<file path="src/rtl/b2n_pkg.sv">
// shared types, constants and coefficients of the bgra to nv12 converter
`timescale 1ns / 1ps

package b2n_pkg;

  // configuration port
  localparam int CFG_W     = 13;
  localparam int CFG_IDX_W = 2;
  localparam int CMP_W     = CFG_W + 1;

  localparam logic [CFG_IDX_W-1:0] REG_FRAME_WIDTH  = 2'd0;
  localparam logic [CFG_IDX_W-1:0] REG_FRAME_HEIGHT = 2'd1;

  localparam logic [CFG_W-1:0] FRAME_WIDTH_RST  = 13'd1920;
  localparam logic [CFG_W-1:0] FRAME_HEIGHT_RST = 13'd1080;

  localparam int MAX_WIDTH_DEF  = 4096;
  localparam int MAX_HEIGHT_DEF = 4096;

  // line store word: red, green, blue pair sums
  localparam int PAIR_W = 9;
  localparam int LINE_W = 3 * PAIR_W;

  // luma coefficients
  localparam logic [7:0]  CY_R      = 8'd66;
  localparam logic [7:0]  CY_G      = 8'd129;
  localparam logic [7:0]  CY_B      = 8'd25;
  localparam logic [15:0] Y_ROUND   = 16'd128;
  localparam logic [7:0]  LUMA_OFS  = 8'd16;

  // chroma coefficients
  localparam int CSUM_W = 18;
  localparam logic signed [8:0] CU_R = -9'sd38;
  localparam logic signed [8:0] CU_G = -9'sd74;
  localparam logic signed [8:0] CU_B = 9'sd112;
  localparam logic signed [8:0] CV_R = 9'sd112;
  localparam logic signed [8:0] CV_G = -9'sd94;
  localparam logic signed [8:0] CV_B = -9'sd18;
  // rounding plus the 128 offset, placed in bits 15:8, so the word stays positive
  localparam logic signed [CSUM_W-1:0] CHROMA_BIAS = 18'sd32896;

  typedef struct packed {
    logic [7:0] blue;
    logic [7:0] green;
    logic [7:0] red;
  } pixel_t;

  typedef struct packed {
    logic [7:0] luma;
    logic [7:0] chroma_u;
    logic [7:0] chroma_v;
    logic       chroma_valid;
    logic       end_of_line;
    logic       end_of_frame;
    logic       setup_error;
  } result_t;

  // 2x2 block averages
  typedef struct packed {
    logic [7:0] r;
    logic [7:0] g;
    logic [7:0] b;
  } avg_t;

  typedef struct packed {
    logic [7:0] u;
    logic [7:0] v;
  } uv_t;

endpackage

</file>
<file path="src/rtl/b2n_chroma.sv">
// bt.601 u and v from the averaged 2x2 block
`timescale 1ns / 1ps

module b2n_chroma (
  input  b2n_pkg::avg_t avg,
  output b2n_pkg::uv_t  uv
);

  logic signed [b2n_pkg::CSUM_W-1:0] r_s, g_s, b_s;
  logic signed [b2n_pkg::CSUM_W-1:0] sum_u, sum_v;

  assign r_s = signed'({10'd0, avg.r});
  assign g_s = signed'({10'd0, avg.g});
  assign b_s = signed'({10'd0, avg.b});

  assign sum_u = b2n_pkg::CU_R * r_s + b2n_pkg::CU_G * g_s + b2n_pkg::CU_B * b_s
               + b2n_pkg::CHROMA_BIAS;
  assign sum_v = b2n_pkg::CV_R * r_s + b2n_pkg::CV_G * g_s + b2n_pkg::CV_B * b_s
               + b2n_pkg::CHROMA_BIAS;

  // biased sum always lies in 0..65535, so the floor shift needs no clamp
  assign uv.u = sum_u[15:8];
  assign uv.v = sum_v[15:8];

endmodule

</file>
<file path="config.mk">
export PLATFORM = sky130hd
export DESIGN_NAME = b2n_chroma
export DESIGN_NICKNAME = d
export VERILOG_FILES = /design/src/rtl/b2n_pkg.sv /design/src/rtl/b2n_chroma.sv
export SDC_FILE = /design/constraint.sdc
export NUM_CORES = 1
export LEC_CHECK = 0
export ABC_AREA = 1
export BUFFER_PORTS_ARGS = -buffer_cell sky130_fd_sc_hd__clkbuf_2
export CORE_MARGIN = 1
export CORE_UTILIZATION = 40
export DETAILED_ROUTE_END_ITERATION = 12
export SLEW_MARGIN = 0
export SYNTH_ARGS = -nofsm -noshare
export SYNTH_HDL_FRONTEND = slang
export SYNTH_SLANG_ARGS = --single-unit
export TNS_END_PERCENT = 50
</file>
<file path="constraint.sdc">
create_clock -name vclk -period 29
set_input_delay 8.7 -clock vclk [all_inputs]
set_output_delay 8.7 -clock vclk [all_outputs]
set_load 0.005 [all_outputs]
</file>
==> flow_metrics.py, run 1 <==
metrics = {
    "hold_path": {
        "min-delay-path-class": "input port to output pin",
    },
    "finish": {
        "fin_nets": 1275,
        "register_area_um2": 0,
        "syn_to_final_growth_pct": 6.739,
        "finalInstanceArea_um2": 7630,
        "drive_above_1_share_pct": 5.613,
        "design.seq.count": 0,
        "fin_util_pct": 43.96,
        "antenna_cells": 0,
        "n_clock_buffer": 0,
    },
    "yosys": {
        "muxShareOfSynthArea_pct": 0,
        "synth_cells": 922,
        "synth_area_um2": 7148,
        "synth_top_area_share_pct": 36.23,
        "synth-simple-area-share_pct": 15.14,
        "yosys.area_share.adder_pct": 58.64,
        "avgSynthCellArea_um2": 7.753,
        "yosys-top-cells-area": "ha_1 36%, fa_1 22%, inv_1 13%",
        "synth_xor_area_share_pct": 6.004,
        "yosysWarnings": 0,
        "yosysTopAreaCell": "ha_1",
        "synth_compound_area_share_pct": 7.457,
        "synthesis.nets": 1233,
        "synth_top_family_by_area": "adder cells",
        "ys_types": 32,
        "yosysSeqAreaShare_pct": 0,
    },
    "route": {
        "viasPerCell": 4.702,
        "routed_wl_mm": 15.18,
        "ant_nets": 0,
        "drt_iter0_drc": 190,
        "firstDrtPassIters": 4,
        "wl_per_cell_um": 12.79,
        "num_vias": 5581,
        "drc": 0,
    },
    "sta": {
        "maxSlewHeadroom_pct": 72.69,
        "finalSetupTns_ps": 0,
        "rsz0062_at_grt": "no",
        "fmax_mhz": 43.68,
        "worstMarginPinSlew_ps": 406.7,
        "setup_slack_ps": 6108,
        "min_period_ps": 22890,
        "timing.final.hold_violations": 0,
        "slew_violations": 0,
        "min_period_over_period_pct": 78.94,
        "finalSetupViolCount": 0,
    },
    "place": {
        "place_congestion": 0.8834,
        "placed_area_um2": 7630,
        "dp_hpwl_mm": 14.21,
        "post-place-ws_ps": 6155,
        "port_buffers": 40,
    },
    "critical_path": {
        "worstPathRequired_ps": 20300,
        "end_kind": "output pin",
        "critPathMaxFanout": 6,
        "critPathLaunchType": "input port",
        "slowest_delay_ps": 580,
        "cp.arrival_ps": 14190,
        "worstSetupPathType": "input port to output pin",
        "crit_slowest_cell": "fa_1",
    },
    "global_route": {
        "grt_start_max_net_pins": 10,
        "grt_pass1_wl_mm": 26.95,
        "antenna_found_initial": 0,
        "grt_overflow": 0,
        "grt_pass1_vias": 5609,
        "grt.total_usage_pct": 18.18,
    },
    "cts": {
        "ctsHoldBuffers": 0,
        "post_cts_buffers": 0,
        "cts-resized-gates": 0,
    },
    "outcome": {
        "outcome": "complete, no violations",
    },
    "floorplan": {
        "core_area_um2": 17360,
        "ios": 40,
        "dieArea_um2": 18410,
        "core.rowCount": 48,
        "die_w_um": 135.7,
        "start_util_pct": 41.18,
        "die_height_um": 135.7,
    },
    "run": {
        "maxCapViolations": 0,
    },
}
-- Yosys cell counts (all sizes together), types with 7 or more instances --
| master | count |
|---|---|
| nor3 | 7 |
| o21ai | 12 |
| inv | 243 |
| ha | 207 |
| xor2 | 29 |
| a21o | 8 |
| fa | 80 |
| nand3 | 33 |
| a21oi | 50 |
| xnor2 | 20 |
| nor2 | 34 |
| nand2 | 159 |
| nand4 | 16 |
-- layout make-up --
cell class         count  area [µm²]
repair buffers        40       200.2
inverters            243       912.1
well taps            225       281.5
fillers             1754        9727
multi-input cells    679        6236
-- worst paths after layout --
| path | to | startpoint | cells past startpoint |
|---|---|---|---|
| setup / recovery | uv[15] | avg[12] | 29 |
| hold / removal | uv[4] | avg[8] | 5 |
-- per-stage QoR --
| stage | hold WS (ps) | std cells |
|---|---|---|
| 3_5_place_dp | 18250 | 1187 |
| 5_1_grt | 18330 | 1187 |
| 3_3_place_gp | 18260 | 1187 |
| 2_1_floorplan | 17760 | 922 |
| 4_1_cts | 18260 | 1187 |
| 6_report | 18250 | 1187 |
-- routing by layer --
layer  share of wire, %  global-route usage [%]  vias up
li1                   -                       -     2997
met1                 49                   25.00     2516
met2                 48                   32.82       62
met3                1.9                  0.1871        6
met4                1.1                   1.623        0
met5                  0                       0        -
-- cells in the final DEF, fill, tap and decap left out, drive strengths merged --
cell	instances
inv	243
ha	207
nand2	159
fa	80
a21oi	50
clkbuf	40
nor2	34
nand3	33
xor2	29
xnor2	20
nand4	16
o21ai	12
a21o	8
nor3	7
a31oi	5
o21bai	5
o211ai	4
a21boi	4
a31o	1
or2	1
o311ai	1
nand3b	1
nand2b	1
a221oi	1
-- cell families (layout without fill, tap and decap cells) --
group / Yosys count / in the layout
buffers and inverters: 243 / 283
adder cells (fa/ha/maj): 287 / 287
XOR/XNOR: 49 / 49
AND/OR/NAND/NOR: 252 / 252
AO/OA/AOI/OAI: 91 / 91
-- critical path, delay by kind of cell --
family,cells,cell delay [ps]
adder cells (fa/ha/maj),8,3290
AO/OA/AOI/OAI,2,330
buffers and inverters,8,680
XOR/XNOR,1,210
AND/OR/NAND/NOR,10,970
Power of run 1 is not shown: default switching activity piles up to over one toggle a cycle in this logic, so the estimate is an artifact.
==> inputs of run 2 (changes only) <==
==> constraint.sdc (replaced) <==
create_clock -name vclk -period 20.9
set_input_delay 6.27 -clock vclk [all_inputs]
set_output_delay 6.27 -clock vclk [all_outputs]
set_load 0.005 [all_outputs]
==> run 2 against run 1 <==
  * Setup slack worse by 3200 ps
  * Global-route usage decreased by 0.33 points
  * Utilization unchanged
  * Critical path depth unchanged
==> flow_metrics.py, run 2 (synthesized netlist as in run 1, its figures left out) <==
metrics = {
    "floorplan": {
        "ios": 40,
        "die_w_um": 135.7,
        "die_height_um": 135.7,
        "core_area_um2": 17360,
        "start_util_pct": 41.18,
        "core.rowCount": 48,
        "dieArea_um2": 18410,
    },
    "finish": {
        "drive_above_1_share_pct": 5.613,
        "fin_util_pct": 43.96,
        "design.seq.count": 0,
        "final_cell_mix": "242 x inv_1, 207 x ha_1, 154 x nand2_1",
        "register_area_um2": 0,
        "antenna_cells": 0,
        "syn_to_final_growth_pct": 6.739,
        "fin_nets": 1275,
        "final_common_cell": "inv_1",
        "n_clock_buffer": 0,
    },
    "sta": {
        "min_period_over_period_pct": 86.13,
        "finalSetupViolCount": 0,
        "slew_violations": 0,
        "worstMarginPinSlew_ps": 416.1,
        "rsz0062_at_grt": "no",
        "fmax_mhz": 55.55,
        "min_period_ps": 18000,
        "timing.final.hold_violations": 0,
        "maxSlewHeadroom_pct": 72.06,
        "finalSetupTns_ps": 0,
    },
    "route": {
        "drc": 0,
        "num_vias": 5502,
        "drt_iter0_drc": 167,
        "routed_wl_mm": 15.12,
        "ant_nets": 0,
        "wl_per_cell_um": 12.73,
        "firstDrtPassIters": 4,
        "viasPerCell": 4.635,
    },
    "global_route": {
        "grt_start_max_net_pins": 10,
        "grt_pass1_wl_mm": 26.45,
        "antenna_found_initial": 0,
        "grt_overflow": 0,
        "grt.total_usage_pct": 17.85,
        "grt_pass1_vias": 5516,
    },
    "critical_path": {
        "worstSetupPathType": "input port to output pin",
        "cp.arrival_ps": 11730,
        "critPathMaxFanout": 7,
        "slowest_delay_ps": 590,
        "critPathLaunchType": "input port",
        "crit_slowest_cell": "fa_1",
        "cp_common_cell": "nand2_1",
        "worstPathRequired_ps": 14630,
        "end_kind": "output pin",
    },
    "hold_path": {
        "hp-start": "avg[0]",
        "min_to": "uv[4]",
        "min-delay-path-class": "input port to output pin",
        "worstHoldPathCells": 5,
    },
    "place": {
        "port_buffers": 40,
        "place_congestion": 0.8906,
        "dp_hpwl_mm": 14.17,
    },
    "cts": {
        "ctsHoldBuffers": 0,
        "cts-resized-gates": 0,
        "post_cts_buffers": 0,
    },
    "run": {
        "maxCapViolations": 0,
    },
    "outcome": {
        "outcome": "complete, no violations",
    },
}
run 2: worst max path at each step:
stage	slack [ps]	start	depth (start not counted)	to
6_report	2900	avg[9]	29	uv[15]
5_1_grt	2480	avg[12]	31	uv[15]
4_1_cts	2900	avg[9]	28	uv[15]
3_5_place_dp	2910	avg[12]	29	uv[15]
3_3_place_gp	2930	avg[10]	28	uv[15]
2_1_floorplan	3590	avg[12]	28	uv[15]
run 2: per-layer routing:
metal | track usage (%) | wire, µm
met4 | 3.121 | 323
met1 | 24.74 | 7456
met5 | 0 | 0
met3 | 0.2993 | 185
met2 | 31.21 | 7149
run 2: critical path, delay by kind of cell:
| kind | cells | cell delay, ps |
|---|---|---|
| adder cells (fa/ha/maj) | 8 | 3390 |
| AND/OR/NAND/NOR | 10 | 750 |
| AO/OA/AOI/OAI | 4 | 550 |
| buffers and inverters | 6 | 540 |
| XOR/XNOR | 1 | 200 |
run 2: layout make-up:
cell class	count	area, µm²
fillers	1770	9727
repair buffers	40	200.2
well taps	225	281.5
multi-input cells	679	6236
inverters	243	912.1
run 2: through the flow:
step / hold slack, ps / area (µm²) / std cells / worst slack, ps
6_report: 13390 / 7630 / 1187 / 2899
5_1_grt: 13450 / 7630 / 1187 / 2481
4_1_cts: 13400 / 7630 / 1187 / 2900
3_5_place_dp: 13390 / 7630 / 1187 / 2913
3_3_place_gp: 13400 / 7630 / 1187 / 2928
2_1_floorplan: 12900 / 7148 / 922 / 3591
Power of run 2 is left out for the same reason.
==> inputs of run 3 (changes only) <==
--- a/config.mk
+++ b/config.mk
@@ -8,8 +8,9 @@
 export ABC_AREA = 1
 export BUFFER_PORTS_ARGS = -buffer_cell sky130_fd_sc_hd__clkbuf_2
 export CORE_MARGIN = 1
-export CORE_UTILIZATION = 40
+export CORE_UTILIZATION = 35
 export DETAILED_ROUTE_END_ITERATION = 12
+export GPL_ROUTABILITY_DRIVEN = 0
 export SLEW_MARGIN = 0
 export SYNTH_ARGS = -nofsm -noshare
 export SYNTH_HDL_FRONTEND = slang
==> constraint.sdc (replaced) <==
create_clock -name vclk -period 18.6
set_input_delay 5.58 -clock vclk [all_inputs]
set_output_delay 5.58 -clock vclk [all_outputs]
set_load 0.005 [all_outputs]
==> run 3 against run 2 <==
  * Critical path depth did not move
  * Global-route usage down 2.5 points
  * Clock-buffer cell count stayed put
  * Via count is 2.5% higher
  * Die area rose by 14%
  * Critical path type unchanged
  * Setup slack worse by 970 ps
  * Flip-flop and latch count unchanged
  * Cell count increased by 3.4%
  * Utilization shrank 5.0 points
  * First-iteration DRC count is 35% higher
==> flow_metrics.py, run 3 (synthesized netlist as in run 1, its figures left out) <==
metrics = {
    "outcome": {
        "outcome": "complete, no violations",
    },
    "cts": {
        "cts-resized-gates": 0,
        "ctsHoldBuffers": 0,
        "post_cts_buffers": 0,
    },
    "critical_path": {
        "end_kind": "output pin",
        "slowest_delay_ps": 540,
        "cp_common_cell": "nand2_1",
        "critPathMaxFanout": 7,
        "critPathLaunchType": "input port",
        "worstSetupPathType": "input port to output pin",
        "cp.arrival_ps": 11090,
        "crit_slowest_cell": "fa_1",
        "worstPathRequired_ps": 13020,
    },
    "floorplan": {
        "die_w_um": 144.9,
        "start_util_pct": 36.25,
        "dieArea_um2": 21000,
        "core_area_um2": 19720,
        "ios": 40,
        "die_height_um": 144.9,
        "core.rowCount": 51,
    },
    "finish": {
        "final_cell_mix": "242 x inv_1, 207 x ha_1, 154 x nand2_1",
        "register_area_um2": 0,
        "final_common_cell": "inv_1",
        "fin_nets": 1275,
        "syn_to_final_growth_pct": 7.439,
        "n_clock_buffer": 0,
        "design.seq.count": 0,
        "antenna_cells": 0,
        "drive_above_1_share_pct": 5.613,
        "n_fill_cell": 2097,
        "multiInputGateArea_um2": 6236,
    },
    "place": {
        "post-place-ws_ps": 1932,
        "port_buffers": 40,
        "dp_hpwl_mm": 14.69,
    },
    "sta": {
        "rsz0062_at_grt": "no",
        "timing.final.hold_violations": 0,
        "maxSlewHeadroom_pct": 67.66,
        "slew_violations": 0,
        "setup_slack_ps": 1928,
        "worstMarginPinSlew_ps": 481.7,
        "finalSetupTns_ps": 0,
        "min_period_ps": 16670,
        "finalSetupViolCount": 0,
        "fmax_mhz": 59.98,
        "min_period_over_period_pct": 89.64,
    },
    "global_route": {
        "grt.total_usage_pct": 15.30,
        "grt_start_max_net_pins": 10,
        "grt_pass1_wl_mm": 26.68,
        "grtUsageMet2_pct": 24.66,
        "busiest_layer": "met2",
        "grt_pass1_vias": 5538,
        "use_met3_pct": 0.5031,
        "antenna_found_initial": 0,
        "met1_usage_pct": 23.43,
        "grt_overflow": 0,
    },
    "route": {
        "viasPerCell": 4.595,
        "drc": 0,
        "routed_wl_mm": 15.57,
        "ant_nets": 0,
        "wl_per_cell_um": 12.69,
        "firstDrtPassIters": 5,
        "drt_iter0_drc": 225,
        "num_vias": 5638,
    },
    "run": {
        "maxCapViolations": 0,
    },
    "hold_path": {
        "min-delay-path-class": "input port to output pin",
    },
}
[run 3: cell counts in the layout (fill, tap and decap cells not counted)]
No cell type changed its count.
[run 3: final timing paths]
| kind | start | endpoint | slack, ps | depth (start not counted) |
|---|---|---|---|---|
| worst max-delay path | avg[9] | uv[15] | 1930 | 29 |
| worst min-delay path | avg[0] | uv[4] | 11960 | 5 |
[run 3: metal layers]
metal / share of wire, % / wire [µm] / vias to the layer above
met5: 0 / 0 / -
met4: 0.58 / 91 / 0
met3: 3.4 / 529 / 4
met2: 43 / 6733 / 83
met1: 53 / 8215 / 2565
li1: - / - / 2986
[run 3: layout make-up]
cell class                      instances  area share, %
Inverter                              243          11.88
Multi-Input combinational cell        679          81.20
Tap cell                              265          4.317
Timing Repair Buffer                   40          2.607
[run 3: critical path: cells and delay by family]
family	cells	cell delay [ps]
AND/OR/NAND/NOR	10	790
XOR/XNOR	1	240
buffers and inverters	6	520
AO/OA/AOI/OAI	4	610
adder cells (fa/ha/maj)	8	3350
[run 3: stage by stage]
stage                     hold WS [ps]  instances  instance area [µm²]  utilization, %
after floorplan                  11520        922                 7148               -
after global routing             12050       1227                 7680           38.95
after detailed placement         12020       1227                 7680           38.95
after CTS                        12020       1227                 7680           38.95
after global placement           12020       1227                 7680           38.95
final                            11960       1227                 7680           38.95
Power of run 3 is left out for the same reason.
