<file path="config.mk">
export PLATFORM = sky130hd
export DESIGN_NAME = b2n_ram
export DESIGN_NICKNAME = d
export VERILOG_FILES = /design/src/rtl/b2n_ram.sv
export SDC_FILE = /design/constraint.sdc
export NUM_CORES = 1
export LEC_CHECK = 0
export BUFFER_PORTS_ARGS = -buffer_cell sky130_fd_sc_hd__buf_2
export CAP_MARGIN = 20
export CORE_MARGIN = 2
export CORE_UTILIZATION = 47
export CTS_BUF_LIST = sky130_fd_sc_hd__clkbuf_4 sky130_fd_sc_hd__clkbuf_8
export DETAILED_ROUTE_END_ITERATION = 16
export SLEW_MARGIN = 20
export SYNTH_ARGS = -nofsm -noshare
export SYNTH_HDL_FRONTEND = slang
export SYNTH_SLANG_ARGS = --single-unit
</file>
<file path="constraint.sdc">
create_clock -name clk -period 2.15 [get_ports clk]
set_clock_uncertainty 0.15 [all_clocks]
set_input_delay 0.1075 -clock clk [delete_from_list [all_inputs] [get_ports clk]]
set_output_delay 0.1075 -clock clk [all_outputs]
set_load 0.005 [all_outputs]
</file>
<file path="src/rtl/b2n_ram.sv">
// generic single write port ram with registered read
`timescale 1ns / 1ps

module b2n_ram #(
  parameter int WIDTH = 8,
  parameter int DEPTH = 16,
  parameter int AW    = (DEPTH > 1) ? $clog2(DEPTH) : 1
) (
  input  logic             clk,
  input  logic             we,
  input  logic [AW-1:0]    waddr,
  input  logic [WIDTH-1:0] wdata,
  input  logic             re,
  input  logic [AW-1:0]    raddr,
  output logic [WIDTH-1:0] rdata
);

  logic [WIDTH-1:0] mem [DEPTH];
  logic [WIDTH-1:0] rdata_r;

  always_ff @(posedge clk) begin
    if (we) begin
      mem[waddr] <= wdata;
    end
    if (re) begin
      rdata_r <= mem[raddr];
    end
  end

  assign rdata = rdata_r;

endmodule

</file>
==> reports/metrics.csv, run 1 <==
metric,value,unit
status,"finished, final reports clean",
Max IR drop VDD,0.299,mV
total gr overflow,0,
"commonest non-fill, non-tap cell in the layout",edfxtp_1,
Detailed Place HPWL,5.99,mm
Final Worst Setup Slack,0.533,ns
Root Buffer,clkbuf_8,
initial antenna violation count,0,
largest net degree at the start of global routing,28,
Tot Pwr,5.34,mW
All-Layer GR Usage,17.9,%
average cell area after synthesis,22.8,um^2
slowest cell delay on critical path,0.50,ns
Pins Over Slew Limit,0,
leakage,2.06,nW
Routability Congestion,0.711,
Place WS,0.345,ns
worst min-delay path class,in2reg,
routed vias/inst,5.51,
Initial Util,48.2,%
H-Tree Depth,4,
CP cell instances,mux4_1 -> a22oi_1 -> nand2_1,
Worst Tran Pin Value,0.372,ns
CTS sink count,136,
Mapped Area,5230,um^2
Clock Tree Buf Depth,2,
"commonest cells after routing, fill and taps aside","edfxtp_1 (136), buf_2 (26), buf_4 (19)",
Die X,109,um
endpoints failing setup,0,
"Seq/Total Area, Yosys",78.1,%
Filler cells,847,
Final Cycle Share,75.2,%
"Reg clk slew, reported paths",0.08,ns
Post-Synthesis Cells,229,
nets,313,
Die Ht,109,um
Ports,27,
worst-skew pair later-pin latency,0.43,ns
DIE AREA,12000,um^2
maxcap violations,0,
row count,38,
post-layout util,56.4,%
Routed WL per cell,21.2,um
Worst EP required,2.19,ns
total CTS buffers,17,
vias in the first global route,2528,
fmax,618,MHz
Vias,2453,
fraction of layout cells with a size suffix above 1,31.5,%
# DRC,0,
synth unique cells,18,
minimum clock period,1.62,ns
Critical Path Slowest Stage Cell,mux4_1,
setup TNS,0,ns
ANT nets after route,0,
worst hold slack,0.0877,ns
WL final,9.45,mm
port bufs,26,
first-pass GRT wire length,14.4,mm
RSZ-0062 raised after global routing,false,
Startpoint Class,flip-flop,
core area,10800,um^2
drt first pass iters,4,
"Primary FF master, synth",edfxtp_1,
Hold Fails Final Rpt,0,
antenna fix cells,0,
Synth warnings,0,
pwr dens,873,nW/um^2
endpoint type of the worst setup path,flip-flop,
Synth Net Count,248,
P&R area growth vs syn,16.9,%
CP Max Fanout,1,
Rel. slew slack,75.2,%
CTS tree,yes,
arrival time worst endpoint,1.66,ns
register bit total from synthesis,136,
Async SR Flop Fraction,0,%
CP Class,reg2reg,
Post-synth EDFFs,136,
Initial DRC Count,178,
per-stage QoR:
| stage | instance area [um^2] | std cells |
|---|---|---|
| floorplan | 5230 | 229 |
| global placement | 5630 | 406 |
| detailed placement | 5630 | 406 |
| CTS | 6110 | 445 |
| global route | 6110 | 445 |
| finish | 6110 | 445 |
layer usage:
| layer | share of wire [%] | GRT usage [%] | up-vias |
|---|---|---|---|
| met5 | 0 | 0 | - |
| met4 | 0.89 | 6.78 | 0 |
| met3 | 4.8 | 6.16 | 8 |
| met2 | 50 | 27.7 | 64 |
| met1 | 44 | 23.5 | 1275 |
| li1 | - | - | 1106 |
logic make-up after synthesis:
group | count (synthesis) | synth area share, %
compound gates | 16 | 2.30
buf+inv | 10 | 1.65
flops | 136 | 78.1
mux | 32 | 14.8
simple gates | 35 | 3.14
repair_timing:
item | in CTS | in global routing
setup buffers | 0 | 0
hold buffers | 9 | 0
endpoints found under the hold margin | 136 | 0
gates resized for setup | 0 | 0
cells in the mapped netlist (2+ instances only):
library cell,number,area share [%]
a22oi_1,16,2.3
buf_2,3,0.29
buf_6,3,0.65
clkdlybuf4s25_2,3,0.57
edfxtp_1,136,78
mux4_1,14,7.0
mux4_2,18,7.8
nand2_1,9,0.65
nand2b_1,2,0.24
nand3b_1,2,0.29
nor2_1,13,0.93
nor3_1,4,0.38
sequential cells by signal (all words and copies together), names as in the netlist:
signal / count
rdata: 8
mem: 128
layout make-up:
cell class,count,area (um^2),area share (%)
Sequential cell,136,4080,66.8
Multi-Input combinational cell,83,1060,17.3
Clock inverter,13,158,2.58
Timing Repair Buffer,56,403,6.59
Clock buffer,17,234,3.83
Tap cell,140,175,2.87
final timing paths:
path / cells past startpoint / startpoint / end / slack, ns
max: 3 / mem[1][0] / rdata[0] / 0.53
min: 3 / waddr[0] / mem[8][7] / 0.09
max reg2reg: 3 / mem[1][0] / rdata[0] / 0.53
min reg2reg: 3 / mem[15][0] / rdata[0] / 0.60
power by group:
group / switching (mW) / internal (mW) / leakage [nW] / total, mW
logic: 0.150 / 0.129 / 0.631 / 0.280
registers: 0.0154 / 2.98 / 1.24 / 3.00
clock network: 0.933 / 1.12 / 0.189 / 2.06
critical path: cells and delay by family, from the launching register on:
family,cells,cell delay [ns]
AND/OR/NAND/NOR,1,0.08
multiplexers,1,0.50
AO/OA/AOI/OAI,1,0.27
flip-flops,1,0.37
Note: power is estimated with default switching activity, not from simulation.
==> run 2: changes to the inputs <==
--- a/config.mk
+++ b/config.mk
@@ -11,6 +11,7 @@
 export CORE_UTILIZATION = 47
 export CTS_BUF_LIST = sky130_fd_sc_hd__clkbuf_4 sky130_fd_sc_hd__clkbuf_8
 export DETAILED_ROUTE_END_ITERATION = 16
+export PLACE_DENSITY = 0.66
 export SLEW_MARGIN = 20
 export SYNTH_ARGS = -nofsm -noshare
 export SYNTH_HDL_FRONTEND = slang
==> constraint.sdc (replaced) <==
create_clock -name clk -period 1.3 [get_ports clk]
set_clock_uncertainty 0.15 [all_clocks]
set_input_delay 0.065 -clock clk [delete_from_list [all_inputs] [get_ports clk]]
set_output_delay 0.065 -clock clk [all_outputs]
set_load 0.005 [all_outputs]
==> reports/metrics.csv, run 2 (synthesized netlist as in run 1, its figures left out) <==
metric,value,unit,change
Routability Congestion,0.759,,was 0.711
# DRC,0,,unchanged
Final Cycle Share,124,%,was 75.2%
leakage,2.13,nW,was 2.06 nW
status,finished with violations,,"was finished, final reports clean"
DIE AREA,12000,um^2,unchanged
row count,38,,unchanged
total gr overflow,0,,unchanged
Max IR drop VDD,0.612,mV,was 0.299 mV
Inst Count DP,416,,was 406
Ports,27,,unchanged
Die Ht,109,um,unchanged
maxcap violations,0,,unchanged
Final Instance Count excl. Fillers,457,,was 445
Pins Over Slew Limit,0,,unchanged
Final Worst Setup Slack,-0.313,ns,was 0.533 ns
"commonest non-fill, non-tap cell in the layout",edfxtp_1,,unchanged
Largest register FFs,128,,unchanged
Hold Fails Final Rpt,0,,unchanged
endpoint type of the worst setup path,flip-flop,,unchanged
fmax,620,MHz,was 618 MHz
routed vias/inst,5.37,,was 5.51
nets,323,,was 313
Initial Util,48.2,%,unchanged
WL final,10.0,mm,was 9.45 mm
setup TNS,-2.20,ns,was 0 ns
H-Tree Depth,4,,unchanged
Initial DRC Count,163,,was 178
minimum clock period,1.61,ns,was 1.62 ns
Startpoint Class,flip-flop,,unchanged
Vias,2455,,"was 2,453"
core area,10800,um^2,unchanged
Worst EP required,1.33,ns,was 2.19 ns
met2 usage in global routing,28.6,%,was 27.7%
CP Max Fanout,1,,unchanged
vias in the first global route,2560,,"was 2,528"
register area,4080,um^2,unchanged
port bufs,26,,unchanged
"Most flops, register",mem,,unchanged
largest net degree at the start of global routing,17,,was 28
Die X,109,um,unchanged
antenna fix cells,0,,unchanged
endpoints failing setup,8,,was 0
pwr dens,1460,nW/um^2,was 873 nW/um^2
postcts setup bufs,0,,unchanged
fraction of layout cells with a size suffix above 1,41.6,%,was 31.5%
Rel. slew slack,50.5,%,was 75.2%
"Reg clk slew, reported paths",0.07,ns,was 0.08 ns
All-Layer GR Usage,18.4,%,was 17.9%
total CTS buffers,17,,unchanged
worst min-delay path class,in2reg,,unchanged
Finished Cell Area,6370,um^2,was 6110 um^2
Place WS,-0.571,ns,was 0.345 ns
CTS sink count,136,,unchanged
worst-skew pair later-pin latency,0.42,ns,was 0.43 ns
multi-input logic area,1070,um^2,was 1060 um^2
Filler cells,789,,was 847
P&R area growth vs syn,21.9,%,was 16.9%
drt first pass iters,4,,unchanged
Root Buffer,clkbuf_8,,unchanged
busiest grt layer,met2,,unchanged
met1 Track Usage GR,25.1,%,was 23.5%
ANT nets after route,0,,unchanged
Detailed Place HPWL,6.46,mm,was 5.99 mm
worst hold slack,0.0366,ns,was 0.0877 ns
violated checks,setup timing,,
met3 Track Usage GR,5.28,%,was 6.16%
CTS tree,yes,,unchanged
first-pass GRT wire length,14.7,mm,was 14.4 mm
arrival time worst endpoint,1.64,ns,was 1.66 ns
CP Class,reg2reg,,unchanged
Clock Tree Buf Depth,2,,unchanged
Placed Area,5810,um^2,was 5630 um^2
Routed WL per cell,21.9,um,was 21.2 um
"commonest cells after routing, fill and taps aside","edfxtp_1 (136), mux4_2 (32), buf_2 (26)",,"was edfxtp_1 (136), buf_2 (26), buf_4 (19)"
initial antenna violation count,0,,unchanged
Worst Tran Pin Value,0.741,ns,was 0.372 ns
RSZ-0062 raised after global routing,true,,was false
[run 2: cell type report]
type | instances | area share, %
multi-input combinational | 83 | 16.7
clock buffer | 18 | 3.79
clock inverter | 14 | 3.22
timing repair buffer | 66 | 9.46
sequential | 136 | 64.1
tap | 140 | 2.75
[run 2: critical path, stage by stage (launching register included)]
cell,delay [ns]
edfxtp_1,0.38
mux4_2,0.50
a22oi_1,0.16
buf_4,0.14
nand2_1,0.04
[run 2: what timing repair did]
item,4_1_cts,5_1_grt
resized for setup,5,0
hold endpoints to repair,136,0
endpoints found under the setup margin,8,8
pin swaps,2,1
hold buffers,9,0
[run 2: worst paths after layout]
check | startpoint | slack, ns | endpoint | cells after the start
worst max-delay path | mem[13][1] | -0.31 | rdata[1] | 4
worst min register to register | mem[10][4] | 0.62 | rdata[4] | 3
worst min-delay path | waddr[0] | 0.04 | mem[0][0] | 3
worst max register to register | mem[13][1] | -0.31 | rdata[1] | 4
[run 2: through the flow]
stage / utilization [%] / power (mW)
2_1_floorplan: - / 5.33
3_3_place_gp: 53.6 / 5.59
3_5_place_dp: 53.6 / 5.60
4_1_cts: 58.8 / 9.41
5_1_grt: 58.8 / 9.65
6_report: 58.8 / 9.31
[run 2: power by group]
group | internal, mW | switching, mW
logic | 0.275 | 0.296
clock network | 2.28 | 1.49
registers | 4.94 | 0.0238
[run 2: metal layers]
| layer | vias to the layer above | wire length, um |
|---|---|---|
| li1 | 1119 | - |
| met1 | 1248 | 4210 |
| met2 | 80 | 5050 |
| met3 | 8 | 601 |
| met4 | 0 | 147 |
| met5 | - | 0 |
==> run 3: changes to the inputs <==
--- a/config.mk
+++ b/config.mk
@@ -5,13 +5,15 @@
 export SDC_FILE = /design/constraint.sdc
 export NUM_CORES = 1
 export LEC_CHECK = 0
+export ABC_CLOCK_PERIOD_IN_PS = 1300
 export BUFFER_PORTS_ARGS = -buffer_cell sky130_fd_sc_hd__buf_2
 export CAP_MARGIN = 20
 export CORE_MARGIN = 2
 export CORE_UTILIZATION = 47
 export CTS_BUF_LIST = sky130_fd_sc_hd__clkbuf_4 sky130_fd_sc_hd__clkbuf_8
 export DETAILED_ROUTE_END_ITERATION = 16
-export PLACE_DENSITY = 0.66
+export HOLD_SLACK_MARGIN = 0.12
+export PLACE_DENSITY_LB_ADDON = 0.08
 export SLEW_MARGIN = 20
 export SYNTH_ARGS = -nofsm -noshare
 export SYNTH_HDL_FRONTEND = slang
==> reports/metrics.csv, run 3 (synthesized netlist as in run 1, its figures left out) <==
metric,value,unit,change
status,finished with violations,,unchanged
violated checks,setup timing,,unchanged
slowest cell delay on critical path,0.48,ns,was 0.50 ns
DR WL met2,5.16,mm,was 5.05 mm
Root Buffer,clkbuf_8,,unchanged
Pins Over Slew Limit,0,,unchanged
worst-skew pair later-pin latency,0.42,ns,about the same
CTS sink count,136,,unchanged
drt first pass iters,4,,unchanged
Die X,109,um,unchanged
Filler cells,818,,was 789
Max IR drop VDD,0.598,mV,was 0.612 mV
arrival time worst endpoint,1.58,ns,was 1.64 ns
Reg-to-Reg Start,mem[3][1],,was mem[13][1]
Rel. slew slack,33.2,%,was 50.5%
fmax,641,MHz,was 620 MHz
power share of the clock group,37.9,%,was 40.6%
Critical Path Slowest Stage Cell,mux4_2,,unchanged
CTS tree,yes,,unchanged
multi-input logic area,1090,um^2,was 1070 um^2
Hold Fails Final Rpt,0,,unchanged
Routability Congestion,0.703,,was 0.759
ANT nets after route,0,,unchanged
switching share of power,20.2,%,was 19.5%
Internal,7.11,mW,was 7.50 mW
Initial DRC Count,127,,was 163
routed vias/inst,5.39,,was 5.37
vias in the first global route,2584,,"was 2,560"
crit path from,mem[3][1],,was mem[13][1]
# DRC,0,,unchanged
"commonest non-fill, non-tap cell in the layout",edfxtp_1,,unchanged
worst hold slack,0.0971,ns,was 0.0366 ns
met3 routed WL,610,um,was 601 um
met1 wire length,3.98,mm,was 4.21 mm
first-pass GRT wire length,14.8,mm,was 14.7 mm
highest metal used,met4,,unchanged
All-Layer GR Usage,18.1,%,was 18.4%
core area,10800,um^2,unchanged
port bufs,26,,unchanged
Die Ht,109,um,unchanged
P&R area growth vs syn,21.7,%,was 21.9%
share of power burned in registers,55.7,%,was 53.3%
r2r worst-path depth,3,,was 4
maxcap violations,0,,unchanged
post-layout util,58.7,%,was 58.8%
H-Tree Depth,4,,unchanged
"Most flops, register",mem,,unchanged
total CTS buffers,17,,unchanged
fraction of layout cells with a size suffix above 1,42.6,%,was 41.6%
slack of the worst reg-to-reg path,-0.26,ns,was -0.31 ns
combinational power share,6.4,%,was 6.1%
row count,38,,unchanged
Startpoint Class,flip-flop,,unchanged
CP cell instances,mux4_2 -> a22oi_2 -> nand2_1,,was mux4_2 -> a22oi_1 -> buf_4 -> nand2_1
Largest register FFs,128,,unchanged
DIE AREA,12000,um^2,unchanged
WL final,9.80,mm,was 10.0 mm
antenna fix cells,0,,unchanged
CP endpoint,rdata[1],,unchanged
largest net degree at the start of global routing,18,,was 17
worst min-delay path class,in2reg,,unchanged
postcts setup bufs,0,,unchanged
"Reg clk slew, reported paths",0.07,ns,about the same
nets,326,,was 323
total gr overflow,0,,unchanged
endpoints failing setup,8,,unchanged
Worst EP required,1.32,ns,was 1.33 ns
Final Cycle Share,120,%,was 124%
initial antenna violation count,0,,unchanged
CP Class,reg2reg,,unchanged
minimum clock period,1.56,ns,was 1.61 ns
"commonest cells after routing, fill and taps aside","edfxtp_1 (136), mux4_2 (32), buf_2 (26)",,unchanged
register area,4080,um^2,unchanged
endpoint type of the worst setup path,flip-flop,,unchanged
Vias,2472,,"was 2,455"
Clock Tree Buf Depth,2,,unchanged
Ports,27,,unchanged
Final Worst Setup Slack,-0.260,ns,was -0.313 ns
Routed WL per cell,21.4,um,was 21.9 um
Initial Util,48.2,%,unchanged
CP Max Fanout,1,,unchanged
Detailed Place HPWL,6.42,mm,was 6.46 mm
leakage,2.13,nW,about the same
Reg-to-Reg End,rdata[1],,unchanged
RSZ-0062 raised after global routing,true,,unchanged
pwr dens,1400,nW/um^2,was 1460 nW/um^2
Worst Tran Pin Value,1.00,ns,was 0.741 ns
switching power,1.80,mW,was 1.81 mW
==> run 3: changes by cell type in the layout (fill, tap and decap cells not counted), sizes merged <==
cell / before / now
buf: 57 / 58
clkinv: 7 / 9
dlygate4sd3: 9 / 11
clkinvlp: 2 / 0
clkbuf: 18 / 19
bufinv: 5 / 3
==> run 3: worst min-delay path by stage <==
stage / from / slack (ns) / cells after the start / endpoint
floorplan: wdata[0] / 0.01 / 0 / mem[0][0]
global placement: wdata[7] / 0.30 / 1 / mem[7][7]
detailed placement: wdata[7] / 0.31 / 1 / mem[5][7]
CTS: waddr[3] / 0.07 / 4 / mem[0][3]
global route: waddr[1] / 0.09 / 4 / mem[0][3]
finish: waddr[1] / 0.1 / 4 / mem[0][6]
==> run 3: area by class of cell <==
type | count | area share (%)
Clock buffer | 19 | 3.91
Clock inverter | 12 | 2.10
Multi-Input combinational cell | 83 | 17.1
Sequential cell | 136 | 64.2
Tap cell | 140 | 2.75
Timing Repair Buffer | 69 | 9.97
==> run 3: routing by layer <==
| metal | track usage [%] | up-vias |
|---|---|---|
| met1 | 23.2 | 1275 |
| met4 | 7.05 | 0 |
| li1 | - | 1118 |
| met3 | 5.45 | 4 |
| met5 | 0 | - |
| met2 | 29.4 | 75 |
==> run 3: power groups by stage <==
stage                     sequential [mW]  clock (mW)  combinational [mW]
final                                4.96        3.38               0.567
after CTS                            4.97        3.46               0.576
after global routing                 4.97        3.60               0.618
after floorplan                      5.05           0               0.277
after global placement               5.06           0               0.530
after detailed placement             5.06           0               0.536
==> run 3: critical path, delay by kind of cell (launching register included) <==
kind	cells	cell delay (ns)
multiplexers	1	0.48
flip-flops	1	0.38
AO/OA/AOI/OAI	1	0.23
AND/OR/NAND/NOR	1	0.08
==> run 3: repair_timing <==
| action | in CTS | in global routing |
|---|---|---|
| hold buffers | 11 | 2 |
| gates resized for setup | 7 | 3 |
| endpoints found under the hold margin | 184 | 48 |
| pin swaps | 0 | 1 |
| cloned | 0 | 0 |
| endpoints found under the setup margin | 8 | 24 |
==> run 3: stage by stage <==
step           std cells  setup WS (ns)  TNS, ns  cell area, um^2  total power [mW]
2_1_floorplan        229         -0.117    -1.08             5250              5.33
3_3_place_gp         417         -0.510    -8.08             5820              5.59
3_5_place_dp         417         -0.536    -7.93             5820              5.60
4_1_cts              459         -0.291    -2.36             6350              9.00
5_1_grt              459         -0.304    -2.18             6360              9.19
6_report             459         -0.260    -1.71             6360              8.91
